File: src/rtl/core/sct_pkg.sv
`timescale 1ns / 1ps
// ----------------------------------------------------------------------------
// sct_pkg: shared types and constants of the sine/cosine Taylor unit
// Fixed-point constants of the range reduction, the series coefficient
// table and the per-item sideband carried down the cell chain.
// ----------------------------------------------------------------------------
package sct_pkg;

  // Range reduction constants, Q56 rounded to nearest
  localparam logic [63:0] PI_Q56      = 64'h03243F6A8885A309;
  localparam logic [63:0] TAU_Q56     = 64'h06487ED5110B4612;
  localparam logic [63:0] HALF_PI_Q56 = 64'h01921FB54442D184;
  // Reciprocal of two pi, floored Q0.32
  localparam logic [29:0] INV_TAU_Q32 = 30'd683565275;

  localparam logic [61:0] ONE_Q60 = 62'h1000000000000000;
  localparam logic [31:0] ONE_Q30 = 32'h40000000;

  // round(2^60 / k!) for k = 0..15
  localparam logic [63:0] INV_FACT_Q60 [16] = '{
    64'd1152921504606846976, 64'd1152921504606846976, 64'd576460752303423488,
    64'd192153584101141163,  64'd48038396025285291,   64'd9607679205057058,
    64'd1601279867509510,    64'd228754266787073,     64'd28594283348384,
    64'd3177142594265,       64'd317714259426,        64'd28883114493,
    64'd2406926208,          64'd185148170,           64'd13224869,
    64'd881658
  };

  // Per-item data that travels alongside the series value
  typedef struct packed {
    logic        func;  // 1 selects sine
    logic        neg;   // result sign so far
    logic [60:0] x;     // reduced angle, Q60
    logic [61:0] y;     // x squared, Q60
  } side_t;

  // Signed Horner coefficient of step t: alternating sign, odd index for sine
  function automatic logic [63:0] series_coef(input logic [2:0] t, input logic is_sine);
    logic [63:0] c;
    c = INV_FACT_Q60[{t, is_sine}];
    series_coef = t[0] ? (64'd0 - c) : c;
  endfunction

endpackage

File: src/rtl/core/sct_round.sv
`timescale 1ns / 1ps
// ----------------------------------------------------------------------------
// sct_round: final rounding to Q2.30
// Register the magnitude and sign, then round half away from zero,
// saturate to one and apply the sign.
// ----------------------------------------------------------------------------
module sct_round (
  input  logic        clk_i,
  input  logic        rst_ni,
  input  logic        en_i,
  input  logic        valid_i,
  input  logic [63:0] h_i,
  input  logic        neg_i,
  output logic        valid_o,
  output logic [31:0] value_o
);
  import sct_pkg::*;

  logic        vld_q;
  logic [63:0] mag_q, rnd;
  logic        neg_q;
  logic [33:0] res;
  logic [31:0] sat;

  assign rnd     = mag_q + {34'd0, 1'b1, 29'd0};
  assign res     = rnd[63:30];
  assign sat     = (res > {2'd0, ONE_Q30}) ? ONE_Q30 : res[31:0];
  assign value_o = neg_q ? (32'd0 - sat) : sat;
  assign valid_o = vld_q;

  always_ff @(posedge clk_i or negedge rst_ni) begin
    if (!rst_ni) begin
      vld_q <= 1'b0;
    end else if (en_i) begin
      vld_q <= valid_i;
    end
  end

  always_ff @(posedge clk_i) begin
    if (en_i) begin
      mag_q <= h_i[63] ? (64'd0 - h_i) : h_i;
      neg_q <= neg_i ^ h_i[63];
    end
  end

endmodule

File: config.mk
export PLATFORM = sky130hd
export DESIGN_NAME = sct_round
export DESIGN_NICKNAME = d
export VERILOG_FILES = /design/src/rtl/core/sct_pkg.sv /design/src/rtl/core/sct_round.sv
export SDC_FILE = /design/constraint.sdc
export NUM_CORES = 1
export LEC_CHECK = 0
export BUFFER_PORTS_ARGS = -buffer_cell sky130_fd_sc_hd__buf_2
export CAP_MARGIN = 20
export CORE_ASPECT_RATIO = 0.7
export CORE_MARGIN = 10
export CORE_UTILIZATION = 55
export DETAILED_ROUTE_END_ITERATION = 12
export PLACE_DENSITY = 0.8
export REMOVE_ABC_BUFFERS = 1
export SLEW_MARGIN = 20
export SYNTH_ARGS = -nofsm -noshare
export SYNTH_HDL_FRONTEND = slang
export SYNTH_SLANG_ARGS = --single-unit
File: constraint.sdc
create_clock -name clk_i -period 5.69 [get_ports clk_i]
set_input_delay 0.569 -clock clk_i [delete_from_list [all_inputs] [get_ports clk_i]]
set_output_delay 0.569 -clock clk_i [all_outputs]
set_load 0.02 [all_outputs]
# Word level (Yosys, flattened, before mapping)

Index checks and enable logic that the tools add are counted.
W data, S select, Z words.

Magnitude comparators: 1
Add/subtract/negate cells: 3
Multiplexer cells: 3
Bitwise gates (word level): 1

Operators by type and width:

| operator                 | number |
|---|---|
| $add A64 B30 Y64 const B | 1 |
| $mux W32                 | 2 |
| $sub A1 B64 Y64 const A  | 1 |
| $mux W63                 | 1 |
| $gt A34 B31 Y1 const B   | 1 |
| $sub A1 B32 Y32 const A  | 1 |
| $xor A1 B1 Y1            | 1 |

Input port bits: 69
Logic and storage cells: 12
Register bits: 66
Output and inout port bits: 33

# Depth between registers and ports, before layout

Depth in word-level cells: 5
Depth in mapped cells: 18

# Worst setup path after synthesis

OpenSTA, ideal clock, no wires.

Path type: flip-flop to output port
From: register mag_q[29]
To: output value_o[30]
Slack: 681 ps
Path buffers: 1
Cell stages (with the launch flop): 19
Arrival time: 4440 ps
Required time: 5121 ps
Cells stage by stage: edfxtp_1 > ha_1 > buf_2 > nand4_1 > nor4_2 > nor2_1 > o21ai_0 > a21boi_1 > nand4_1 > o21ai_2 > nand2_1 > ha_1 > o31ai_1 > a211oi_1 > nand4_1 > or4_1 > a21o_1 > o21ai_0 > mux2i_1

Cells in the longest elaborated chain, start to end: 5

Ends and longest elaborated chain:

| element                | RTL line        | RTL |
|---|---|---|
| start, declared        | sct_round.sv:20 | `logic [63:0] mag_q, rnd;` |
| start signal, assigned | sct_round.sv:41 | `mag_q <= h_i[63] ? (64'd0 - h_i) : h_i;` |
| $add A64 B30 Y64 (*)   | sct_round.sv:25 | `assign rnd = mag_q + {34'd0, 1'b1, 29'd0};` |
| $gt A34 B31 Y1         | sct_round.sv:27 | `assign sat = (res > {2'd0, ONE_Q30}) ? ONE_Q30 : res[31:0];` |
| $mux W32 (*)           | sct_round.sv:27 |  |
| $sub A1 B32 Y32        | sct_round.sv:28 | `assign value_o = neg_q ? (32'd0 - sat) : sat;` |
| $mux W32 (*)           | sct_round.sv:28 |  |
| end, declared          | sct_round.sv:15 | `output logic [31:0] value_o` |

Every way passes the cells marked *; elsewhere a longest branch is shown, timed or not.

# Final worst setup path

From: register mag_q[30]
To: output value_o[30]

Same word-level chain as after synthesis.

==> metrics.cfg <==
[status]
status = completed

[die]
chipWidth_um = 124
die_area_mm2 = 0.0116
start_util = 0.570
die_h_um = 93.0
fp.coreArea_mm2 = 0.00735
io_pins = 102
row_count = 26

[final_layout]
regArea_mm2 = 0.00111
fillCellCount = 629
diodes = 0
area_delta_synth_final_pct = 19.6
drive_gt1_frac = 0.260
layout_commonest_cell = buf_2
final_nets = 691
layout_common_cells = 101 x buf_2, 74 x xnor2_1, 49 x nor2_1
fin_area_mm2 = 0.00501
multi_input_comb_area_mm2 = 0.00298

[hold_path]
hp-class = in -> async

[setup_path]
crit_chain = ha_4 -> nand4_1 -> buf_4 -> nor3_1 -> buf_4 -> nand4_1 -> and3b_1 -> a21o_1 -> nand2_1 -> o21ai_2 -> nand2_1 -> ha_2 -> o31ai_1 -> a211oi_2 -> nand4_1 -> or4_1 -> a21o_1 -> o21ai_0 -> mux2i_1 -> buf_2
cpMostUsedCell = nand4_1
cp_top_family = simple AND/OR/NAND/NOR gates
crit_type = reg -> out
required_ns = 5.12
max_stage_delay_ns = 0.63
critPathMaxFanout = 10
crit_slowest_cell = or4_1
cp-end-kind = output port
worstSetupStartpointType = register
critPathArrivalTime_ns = 4.82
path_buf_inv = 3

[routing]
via_per_inst = 6.09
wl_um = 12200
drc = 0
drtPass1Iterations = 5
drtIter0Drc = 438
vias = 4375
avgRoutedWirePerCell_um = 16.9
ant_nets = 0

[clock_tree]
htree_levels = 2
ctsRootBufferMaster = clkbuf_8
holdBufCountCts = 0
cts_buffer_depth = 2
cts_tree = done
cts_buffers = 5
clkTransAtPathRegs_ns = 0.07
cts_sinks = 37
clk_latency_ns = 0.27

[synthesis]
synth-edff-count = 36
ys_seq_area_frac = 0.264
yosys.cell_types.count = 66
synth-main-ff-cell = edfxtp_1
avgSynthCellArea_um2 = 8.09
netlist_area_mm2 = 0.00419
async_reset_ff_frac = 0.0270
netlist_instances = 518
ys_warn_count = 0
ys_ff_latch = 37

[sta]
slew-limit-headroom = 0.341
worst_slew_pin_slew_ns = 0.989
slew_viol_final = 0
fmax_mhz = 186
period_share = 0.946
finalHoldViolCount = 0
finClkSkew_ns = 0
fin_crit_ns = 5.38
setup_viol = 0

[power]
power_w = 0.000865
swShare = 0.356
seq_power_share = 0.441
ir_worst_vdd_mv = 0.133
cellPowerDensity_mw_per_mm2 = 173
intPower_w = 0.000557
p_comb_frac = 0.371
clkPwrFrac = 0.188
netSwitchingPower_w = 0.000308
p_leak_nw = 1.92

[placed_design]
portBuffers = 101
gp_congestion = 0.951
dp_hpwl_um = 9750
placed_area_mm2 = 0.00473

[job]
maxCapViolations = 0

[global_route]
antenna_found_initial = 0
grt_pass1_wl_um = 19800
grt_max_degree = 48
overflow = 0
track_usage = 0.198
grt_pass1_vias = 4056

registers in the layout, indices dropped and copies added, names as in the netlist:
register / flops
neg_q: 1
mag_q: 35
valid_o: 1
metrics by stage:
stage / cells / TNS, ns / worst slack, ns / utilization / hold slack (ns)
after floorplan: 487 / 0 / 0.659 / - / 0.273
after global placement: 692 / 0 / 0.475 / 0.643 / 0.344
after detailed placement: 692 / 0 / 0.122 / 0.643 / 0.347
after CTS: 699 / 0 / 0.0263 / 0.657 / 0.0483
after global routing: 718 / -0.00258 / -0.00258 / 0.682 / 0.0402
final: 718 / 0 / 0.305 / 0.682 / 0.0569
worst paths after layout:
path                                start     endpoint  slack, ns  cells past startpoint
worst min register to register    valid_o      valid_o       0.52                      1
max in group asynchronous          rst_ni      valid_o       5.55                      1
worst max register to register    valid_o      valid_o       4.94                      1
worst max-delay path            mag_q[30]  value_o[30]       0.31                     20
min in group clk_i                valid_o      valid_o       0.52                      1
worst min-delay path               rst_ni      valid_o       0.06                      1
metal layers:
| metal | GRT usage | part of all wire | vias up |
|---|---|---|---|
| met5 | 0 | 0 | - |
| met4 | 0.0474 | 0.0081 | 0 |
| met3 | 0.0412 | 0.11 | 8 |
| met1 | 0.293 | 0.47 | 1970 |
| li1 | - | - | 2143 |
| met2 | 0.283 | 0.42 | 254 |
power groups by stage:
stage          Sequential, W  Combinational, W  Clock (W)
2_1_floorplan       0.000384          0.000183          0
3_3_place_gp        0.000390          0.000278          0
3_5_place_dp        0.000393          0.000283          0
4_1_cts             0.000387          0.000286   0.000166
5_1_grt             0.000386          0.000351   0.000180
6_report            0.000382          0.000321   0.000162
area by class of cell:
type / instances / share of cell area
Multi-Input combinational cell: 441 / 0.595
Sequential cell: 37 / 0.221
Timing Repair Buffer: 126 / 0.138
Tap cell: 98 / 0.0245
Clock buffer: 6 / 0.0145
Inverter: 9 / 0.00674
Clock inverter: 1 / 0.000749
synth_stat cells (4+ instances only):
master    count  area [µm²]
edfxtp_1     36        1080
a211oi_1      4        30.0
o21ai_1       5        25.0
nor4b_1       4        35.0
xnor2_1      74         648
nand4_1      28         175
nand2_1      42         158
nor2_1       50         188
and4_1        8        70.1
nand2b_1      5        31.3
o21ai_0      28         140
and2_1        4        25.0
or4_1         5        37.5
nor4_1       17         106
nand3_1      26         130
mux2i_1       5        50.1
or3_1        11        68.8
o31ai_1       9        67.6
a21oi_1       8        40.0
xor2_1       12         105
nor3_1       21         105
and3_1       17         106
buf_2        12        60.1
clkbuf_1     17        63.8
inv_1         9        33.8
kinds of logic (layout without fill, tap and decap cells):
logic type,Yosys count,after routing,share of synthesized area
compound gates,87,87,0.147
mux,7,7,0.0173
xor+xnor,86,86,0.180
buf+inv,40,142,0.0412
simple gates,259,259,0.345
fa+ha+maj,2,2,0.00597
flops,37,37,0.264
repair_timing:
| item | 4_1_cts | 5_1_grt |
|---|---|---|
| setup buffers | 0 | 19 |
| pin swaps | 0 | 2 |
| resized for setup | 5 | 8 |
| endpoints found under the setup margin | 4 | 6 |
Power figures use the tool's default switching activity.
