[config.mk]
export PLATFORM = sky130hd
export DESIGN_NAME = sct_reduce
export DESIGN_NICKNAME = d
export VERILOG_FILES = /design/src/rtl/core/sct_pkg.sv /design/src/rtl/core/sct_reduce.sv
export SDC_FILE = /design/constraint.sdc
export NUM_CORES = 2
export LEC_CHECK = 0
export BUFFER_PORTS_ARGS = -buffer_cell sky130_fd_sc_hd__clkbuf_2
export CAP_MARGIN = 40
export CORE_MARGIN = 3
export CORE_UTILIZATION = 58
export DETAILED_ROUTE_END_ITERATION = 16
export PLACE_DENSITY = 0.85
export SYNTH_ARGS = -nofsm -noshare
export SYNTH_HDL_FRONTEND = slang
export SYNTH_SLANG_ARGS = --single-unit
export TNS_END_PERCENT = 30
[constraint.sdc]
create_clock -name clk_i -period 6.7 [get_ports clk_i]
set_input_delay 0.67 -clock clk_i [delete_from_list [all_inputs] [get_ports clk_i]]
set_output_delay 0.67 -clock clk_i [all_outputs]
set_load 0.01 [all_outputs]
[src/rtl/core/sct_pkg.sv]
`timescale 1ns / 1ps
// ----------------------------------------------------------------------------
// sct_pkg: shared types and constants of the sine/cosine Taylor unit
// Fixed-point constants of the range reduction, the series coefficient
// table and the per-item sideband carried down the cell chain.
// ----------------------------------------------------------------------------
package sct_pkg;

  // Range reduction constants, Q56 rounded to nearest
  localparam logic [63:0] PI_Q56      = 64'h03243F6A8885A309;
  localparam logic [63:0] TAU_Q56     = 64'h06487ED5110B4612;
  localparam logic [63:0] HALF_PI_Q56 = 64'h01921FB54442D184;
  // Reciprocal of two pi, floored Q0.32
  localparam logic [29:0] INV_TAU_Q32 = 30'd683565275;

  localparam logic [61:0] ONE_Q60 = 62'h1000000000000000;
  localparam logic [31:0] ONE_Q30 = 32'h40000000;

  // round(2^60 / k!) for k = 0..15
  localparam logic [63:0] INV_FACT_Q60 [16] = '{
    64'd1152921504606846976, 64'd1152921504606846976, 64'd576460752303423488,
    64'd192153584101141163,  64'd48038396025285291,   64'd9607679205057058,
    64'd1601279867509510,    64'd228754266787073,     64'd28594283348384,
    64'd3177142594265,       64'd317714259426,        64'd28883114493,
    64'd2406926208,          64'd185148170,           64'd13224869,
    64'd881658
  };

  // Per-item data that travels alongside the series value
  typedef struct packed {
    logic        func;  // 1 selects sine
    logic        neg;   // result sign so far
    logic [60:0] x;     // reduced angle, Q60
    logic [61:0] y;     // x squared, Q60
  } side_t;

  // Signed Horner coefficient of step t: alternating sign, odd index for sine
  function automatic logic [63:0] series_coef(input logic [2:0] t, input logic is_sine);
    logic [63:0] c;
    c = INV_FACT_Q60[{t, is_sine}];
    series_coef = t[0] ? (64'd0 - c) : c;
  endfunction

endpackage

[src/rtl/core/sct_reduce.sv]
`timescale 1ns / 1ps
// ----------------------------------------------------------------------------
// sct_reduce: range reduction to the first quadrant
// Seven stages: magnitude, reciprocal estimate, quotient product,
// correction, remainder wrap, reflection about pi, reflection about half pi.
// ----------------------------------------------------------------------------
module sct_reduce (
  input  logic           clk_i,
  input  logic           rst_ni,
  input  logic           en_i,
  input  logic           valid_i,
  input  logic [31:0]    angle_i,
  input  logic           func_i,
  output logic           valid_o,
  output sct_pkg::side_t side_o
);
  import sct_pkg::*;

  logic [7:1]  vld_q;
  logic [6:1]  neg_q;
  logic [6:1]  func_q;

  logic [31:0] mag1_d, mag1_q, mag2_q;
  logic [61:0] qprod;
  logic [5:0]  quo2_d, quo2_q;
  logic [63:0] prod3_d, prod3_q, num3_q;
  logic [63:0] rem4_d, rem4_q, rem5_d, rem5_q, rem6_d, rem6_q, rem7;
  logic        neg6_d, neg7_d;
  side_t       side_d, side_q;

  // Magnitude; the most negative angle maps onto 2^31 by wraparound
  assign mag1_d  = angle_i[31] ? (32'd0 - angle_i) : angle_i;
  assign qprod   = {30'd0, mag1_q} * {32'd0, INV_TAU_Q32};
  assign quo2_d  = qprod[61:56];
  assign prod3_d = {58'd0, quo2_q} * TAU_Q56;

  always_comb begin
    // Step back one quotient when the estimate overshoots
    if (prod3_q > num3_q) begin
      rem4_d = num3_q - prod3_q + TAU_Q56;
    end else begin
      rem4_d = num3_q - prod3_q;
    end
    rem5_d = (rem4_q >= TAU_Q56) ? (rem4_q - TAU_Q56) : rem4_q;
    rem6_d = rem5_q;
    neg6_d = neg_q[5];
    if (rem5_q > PI_Q56) begin
      rem6_d = TAU_Q56 - rem5_q;
      neg6_d = neg_q[5] ^ func_q[5];
    end
    rem7   = rem6_q;
    neg7_d = neg_q[6];
    if (rem6_q > HALF_PI_Q56) begin
      rem7   = PI_Q56 - rem6_q;
      neg7_d = neg_q[6] ^ ~func_q[6];
    end
    side_d.func = func_q[6];
    side_d.neg  = neg7_d;
    side_d.x    = {rem7[56:0], 4'd0};
    side_d.y    = '0;
  end

  always_ff @(posedge clk_i or negedge rst_ni) begin
    if (!rst_ni) begin
      vld_q <= '0;
    end else if (en_i) begin
      vld_q <= {vld_q[6:1], valid_i};
    end
  end

  always_ff @(posedge clk_i) begin
    if (en_i) begin
      mag1_q  <= mag1_d;
      neg_q   <= {neg6_d, neg_q[4:1], angle_i[31] & func_i};
      func_q  <= {func_q[5:1], func_i};
      mag2_q  <= mag1_q;
      quo2_q  <= quo2_d;
      prod3_q <= prod3_d;
      num3_q  <= {mag2_q, 32'd0};
      rem4_q  <= rem4_d;
      rem5_q  <= rem5_d;
      rem6_q  <= rem6_d;
      side_q  <= side_d;
    end
  end

  assign valid_o = vld_q[7];
  assign side_o  = side_q;

endmodule

### Word level (Yosys, flattened, before mapping)

Cells that the tools add are included.

| word-level totals | value |
|---|---|
| register bits | 435 |
| input bits | 37 |
| output and inout bits | 126 |

| cells by class | value |
|---|---|
| add/sub/neg operators | 6 |
| $mul | 2 |
| order comparisons | 4 |
| muxes and demuxes | 7 |
| bitwise gates (word level) | 4 |

Operators by type and width:

| operator | count |
|---|---|
| $mux 64 | 3 |
| $add 64x59->64 const B | 1 |
| $ge 64x59->1 const B | 1 |
| $gt 64x57->1 const B | 1 |
| $gt 64x58->1 const B | 1 |
| $gt 64x64->1 | 1 |
| $sub 59x64->64 const A | 1 |
| $sub 64x59->64 const B | 1 |
| $sub 64x64->64 | 1 |
| $mul 6x58->63 const B | 1 |
| $mul 32x30->62 const B | 1 |
| $mux 57 | 1 |
| $sub 57x57->57 const A | 1 |
| $sub 1x32->32 const A | 1 |
| $mux 31 | 1 |
| $mux 1 | 2 |
| $xor 1x1->1 | 2 |
| $and 1x1->1 | 1 |
| $not 1->1 | 1 |

### Longest topological paths before layout

| logic depth | value |
|---|---|
| word-level depth | 3 |
| depth in mapped cells | 27 |

### Least setup slack after synthesis

No wires, ideal clock.

| timing path | value |
|---|---|
| path kind | register to register |
| start | register mag1_q[11] |
| end | register quo2_q[5], data pin |
| setup time | 260 ps |
| data arrival time | 6973 ps |
| data required time | 6440 ps |
| path slack | -533 ps |
| cell stages (with the launch flop) | 26 |
| path buffers | 0 |
| cell sequence | edfxtp_1 -> inv_1 -> fa_1 -> fa_1 -> fa_1 -> inv_1 -> fa_1 -> fa_1 -> fa_1 -> fa_1 -> inv_1 -> fa_1 -> inv_1 -> ha_1 -> a21o_1 -> a21o_1 -> a21o_1 -> a21o_1 -> a21oi_1 -> o21ai_0 -> a31oi_1 -> a31oi_1 -> o41ai_1 -> o21bai_1 -> a21oi_1 -> xnor2_1 |

| between the ends | value |
|---|---|
| word-level cells in the longest chain between the ends | 1 |

RTL lines:

| item | line | RTL |
|---|---|---|
| start, declared | sct_reduce.sv:23 | `logic [31:0] mag1_d, mag1_q, mag2_q;` |
| start signal, assigned | sct_reduce.sv:73 | `mag1_q <= mag1_d;` |
| $mul 32x30->62 | sct_reduce.sv:33 | `assign qprod = {30'd0, mag1_q} * {32'd0, INV_TAU_Q32};` |
| named net qprod[61] | sct_reduce.sv:24 | `logic [61:0] qprod;` |
| end signal, assigned | sct_reduce.sv:77 | `quo2_q <= quo2_d;` |
| end, declared | sct_reduce.sv:25 | `logic [5:0] quo2_d, quo2_q;` |

The timed path passes the listed nets, and every way through them passes these cells.
A chain may end at the register's enable or synchronous reset.

### Worst setup path in the final report

| timing path | value |
|---|---|
| start | register mag1_q[11] |
| end | register quo2_q[4], data pin |

Same word-level chain as after synthesis.

==> results.json <==
{
  "crit_type": "flop to flop",
  "core_area_um2": 73210,
  "synth-adder-area-share_pct": 34.55,
  "start_util_pct": 58.78,
  "synth_enable_flop_cells": 425,
  "synth_seq_area_share_pct": 30.07,
  "grt_pass1_wl_mm": 160.0,
  "first_pass_iters": 6,
  "hold_viol_final": 0,
  "setup_slack_ns": -0.4426,
  "antenna_found_initial": 3,
  "clock-root-buffer": "clkbuf_16",
  "clock_latency_ns": 0.62,
  "dp_cells": 5254,
  "cts_tree": "yes",
  "cts_num_sinks": 432,
  "synth_mux_area_share_pct": 0.3780,
  "ant_nets": 0,
  "numCtsBuffers": 49,
  "clock.fmax_mhz": 140.0,
  "fin_nets": 5340,
  "pin_count": 163,
  "finalWirelength_mm": 99.13,
  "rsz0062_at_grt": "yes",
  "critical_path_arrival_ns": 7.49,
  "place_worst_setup_slack_ns": -0.6161,
  "die_y_um": 278.4,
  "drive_above_1_share_pct": 10.66,
  "viasPerCell": 5.670,
  "synth_xor_area_share_pct": 7.650,
  "worstMarginPinSlew_ns": 1.045,
  "drt_iter0_markers": 2092,
  "min_period_ns": 7.143,
  "gp_congestion": 0.9836,
  "synth_cell_types": 98,
  "synthCells": 4096,
  "async_reset_ff_share_pct": 1.620,
  "fin_cells": 5368,
  "maxSlewViolCount": 0,
  "worstHoldPathType": "primary input to flop",
  "synth.avg_cell_area_um2": 10.51,
  "path_max_fanout": 4,
  "routedWlPerCell_um": 18.47,
  "cp.required_ns": 7.05,
  "violations": "negative setup slack",
  "row_count": 99,
  "grt_max_degree": 181,
  "final_util_pct": 64.99,
  "grt_overflow": 0,
  "area.growth.synth_to_final_pct": 10.57,
  "crit_path_start_kind": "flop",
  "grt_pass1_vias": 31100,
  "port_buffers": 96,
  "grtUsageTotal_pct": 25.80,
  "clkTransAtPathRegs_ns": 0.06,
  "yosys.area_share.simple_pct": 9.735,
  "finalCritPeriodShare_pct": 106.6,
  "die_area_um2": 77490,
  "synth_warnings": 0,
  "worst_hold_slack_ns": 0.3134,
  "drv_cap": 0,
  "status": "finished, violations left",
  "synth_ff_type": "edfxtp_1",
  "finClkSkew_ns": 0.03397,
  "slew_headroom_pct": 30.30,
  "via_count": 30430,
  "synth_compound_area_share_pct": 9.194,
  "drc": 0,
  "finalSetupViolCount": 6,
  "ys_ff_latch": 432,
  "cp-end-kind": "flop",
  "netlist_area_um2": 43030,
  "htree_num_levels": 2,
  "clk_path_buf_depth": 3,
  "synth_top_family_by_area": "adder cells",
  "hpwl_mm": 80.41,
  "fp.dieW_um": 278.4
}
==> synthesized netlist by cell type (all sizes together), types with 13 or more instances <==
master  number  area [um^2]
nor4        39        265.3
nor2       184        690.7
ha         513         6419
and3        29        181.4
fa         422         8448
edfxtp     425        12760
a211oi      23        177.7
nand3       71        365.3
xor2       143         1260
o21ai      123        615.6
buf         78        558.0
xnor2      232         2032
o21bai      21        157.7
o211ai      17        137.6
or3         31        193.9
or2         13        81.33
o21a        21        157.7
inv        753         2826
or4         25        191.4
nor3        84        430.4
nand4       30        187.7
and2        24        151.4
a21oi      178        894.6
a21o        64        481.7
o31ai       31        246.5
nand2      229        859.6
a31oi       28        181.4
nand2b      23        143.9
clkbuf      63        237.7
nor2b       21        131.4
==> worst max-delay path: stages (launching register included) <==
cell	delay, ns
edfxtp_1	0.42
inv_2	0.14
buf_4	0.13
fa_1	0.43
fa_1	0.47
fa_2	0.54
inv_1	0.06
fa_2	0.53
fa_2	0.44
fa_2	0.36
fa_1	0.53
inv_1	0.05
fa_1	0.47
inv_1	0.04
ha_1	0.29
a21o_1	0.19
a21o_1	0.17
a21o_1	0.16
a21o_1	0.16
a21oi_2	0.16
o21ai_2	0.10
a31oi_4	0.24
a31oi_4	0.15
o41ai_4	0.24
o21bai_1	0.14
buf_4	0.15
xor2_1	0.13
==> per-stage QoR <==
step,setup TNS [ns],instance area [um^2]
global route,-3.543,47580
floorplan,-0.2019,43300
finish,-2.097,47580
global placement,-1.474,45550
detailed placement,-2.697,45580
CTS,-1.516,47430
==> state kept, by name, summed over array words and instances, names as in the netlist <==
signal   count
rem6_q      63
mag2_q      32
rem5_q      63
side_o      59
quo2_q       6
num3_q      32
func_q       6
neg_q        6
prod3_q     63
vld_q        7
rem4_q      63
mag1_q      32
==> metal layers <==
| layer | track usage (%) | up-vias | part of all wire, % |
|---|---|---|---|
| met5 | 0 | - | 0 |
| met4 | 11.90 | 0 | 5.3 |
| met3 | 4.521 | 305 | 7.1 |
| met2 | 44.72 | 1264 | 49 |
| met1 | 31.56 | 14590 | 39 |
| li1 | - | 14280 | - |
==> final timing paths <==
check | cells past startpoint | from | end | slack [ns]
max | 26 | mag1_q[11]$_DFFE_PP_ | quo2_q[4]$_DFFE_PP_ | -0.44
min | 1 | angle_i[0] | mag1_q[0]$_DFFE_PP_ | 0.31
max reg2reg | 26 | mag1_q[11]$_DFFE_PP_ | quo2_q[4]$_DFFE_PP_ | -0.44
min reg2reg | 0 | mag2_q[4]$_DFFE_PP_ | num3_q[36]$_DFFE_PP_ | 0.41
max in group asynchronous | 2 | rst_ni | vld_q[1]$_DFFE_PN0P_ | 6.10
min in group asynchronous | 2 | rst_ni | vld_q[6]$_DFFE_PN0P_ | 0.44
==> cells in the final DEF, fill, tap and decap left out, types with 23 or more instances in the layout <==
| cell type | n |
|---|---|
| a21o_1 | 63 |
| a21oi_1 | 174 |
| a31oi_1 | 25 |
| and2_1 | 23 |
| and3_1 | 28 |
| buf_4 | 195 |
| clkbuf_16 | 49 |
| clkbuf_2 | 95 |
| conb_1 | 66 |
| edfxtp_1 | 425 |
| fa_1 | 415 |
| ha_1 | 508 |
| inv_1 | 741 |
| nand2_1 | 229 |
| nand2b_1 | 23 |
| nand3_1 | 67 |
| nand4_1 | 30 |
| nor2_1 | 184 |
| nor3_1 | 81 |
| nor4_1 | 36 |
| o21ai_0 | 115 |
| o31ai_1 | 30 |
| or3_1 | 31 |
| or4_1 | 24 |
| xnor2_1 | 232 |
| xor2_1 | 142 |
==> repair_timing <==
action	4_1_cts	5_1_grt
resized for setup	15	14
setup endpoints to repair	6	6
endpoints found under the hold margin	7	0
pin swaps	19	15
buffers inserted	13	7
hold buffers	1	0
==> area by class of cell <==
| cell class | instances | area (um^2) |
|---|---|---|
| fillers | 5324 | 25630 |
| multi-input cells | 2835 | 26910 |
| clock buffers | 53 | 1241 |
| well taps | 959 | 1200 |
| inverters | 753 | 2826 |
| diodes | 2 | 5.005 |
| clock inverters | 37 | 410.4 |
| flip-flops and latches | 432 | 12940 |
| repair buffers | 297 | 2046 |
==> logic make-up (layout without fill, tap and decap cells) <==
family	count (synthesis)	count (layout)
fa+ha+maj	935	935
buf+inv	894	1140
simple gates	839	839
compound gates	605	605
flops	432	432
xor+xnor	375	375
mux	15	15
other cells	1	68
Power is left out: the tool's default activity adds up to more than one toggle a clock period on the data nets, which glitch-free logic cannot reach.
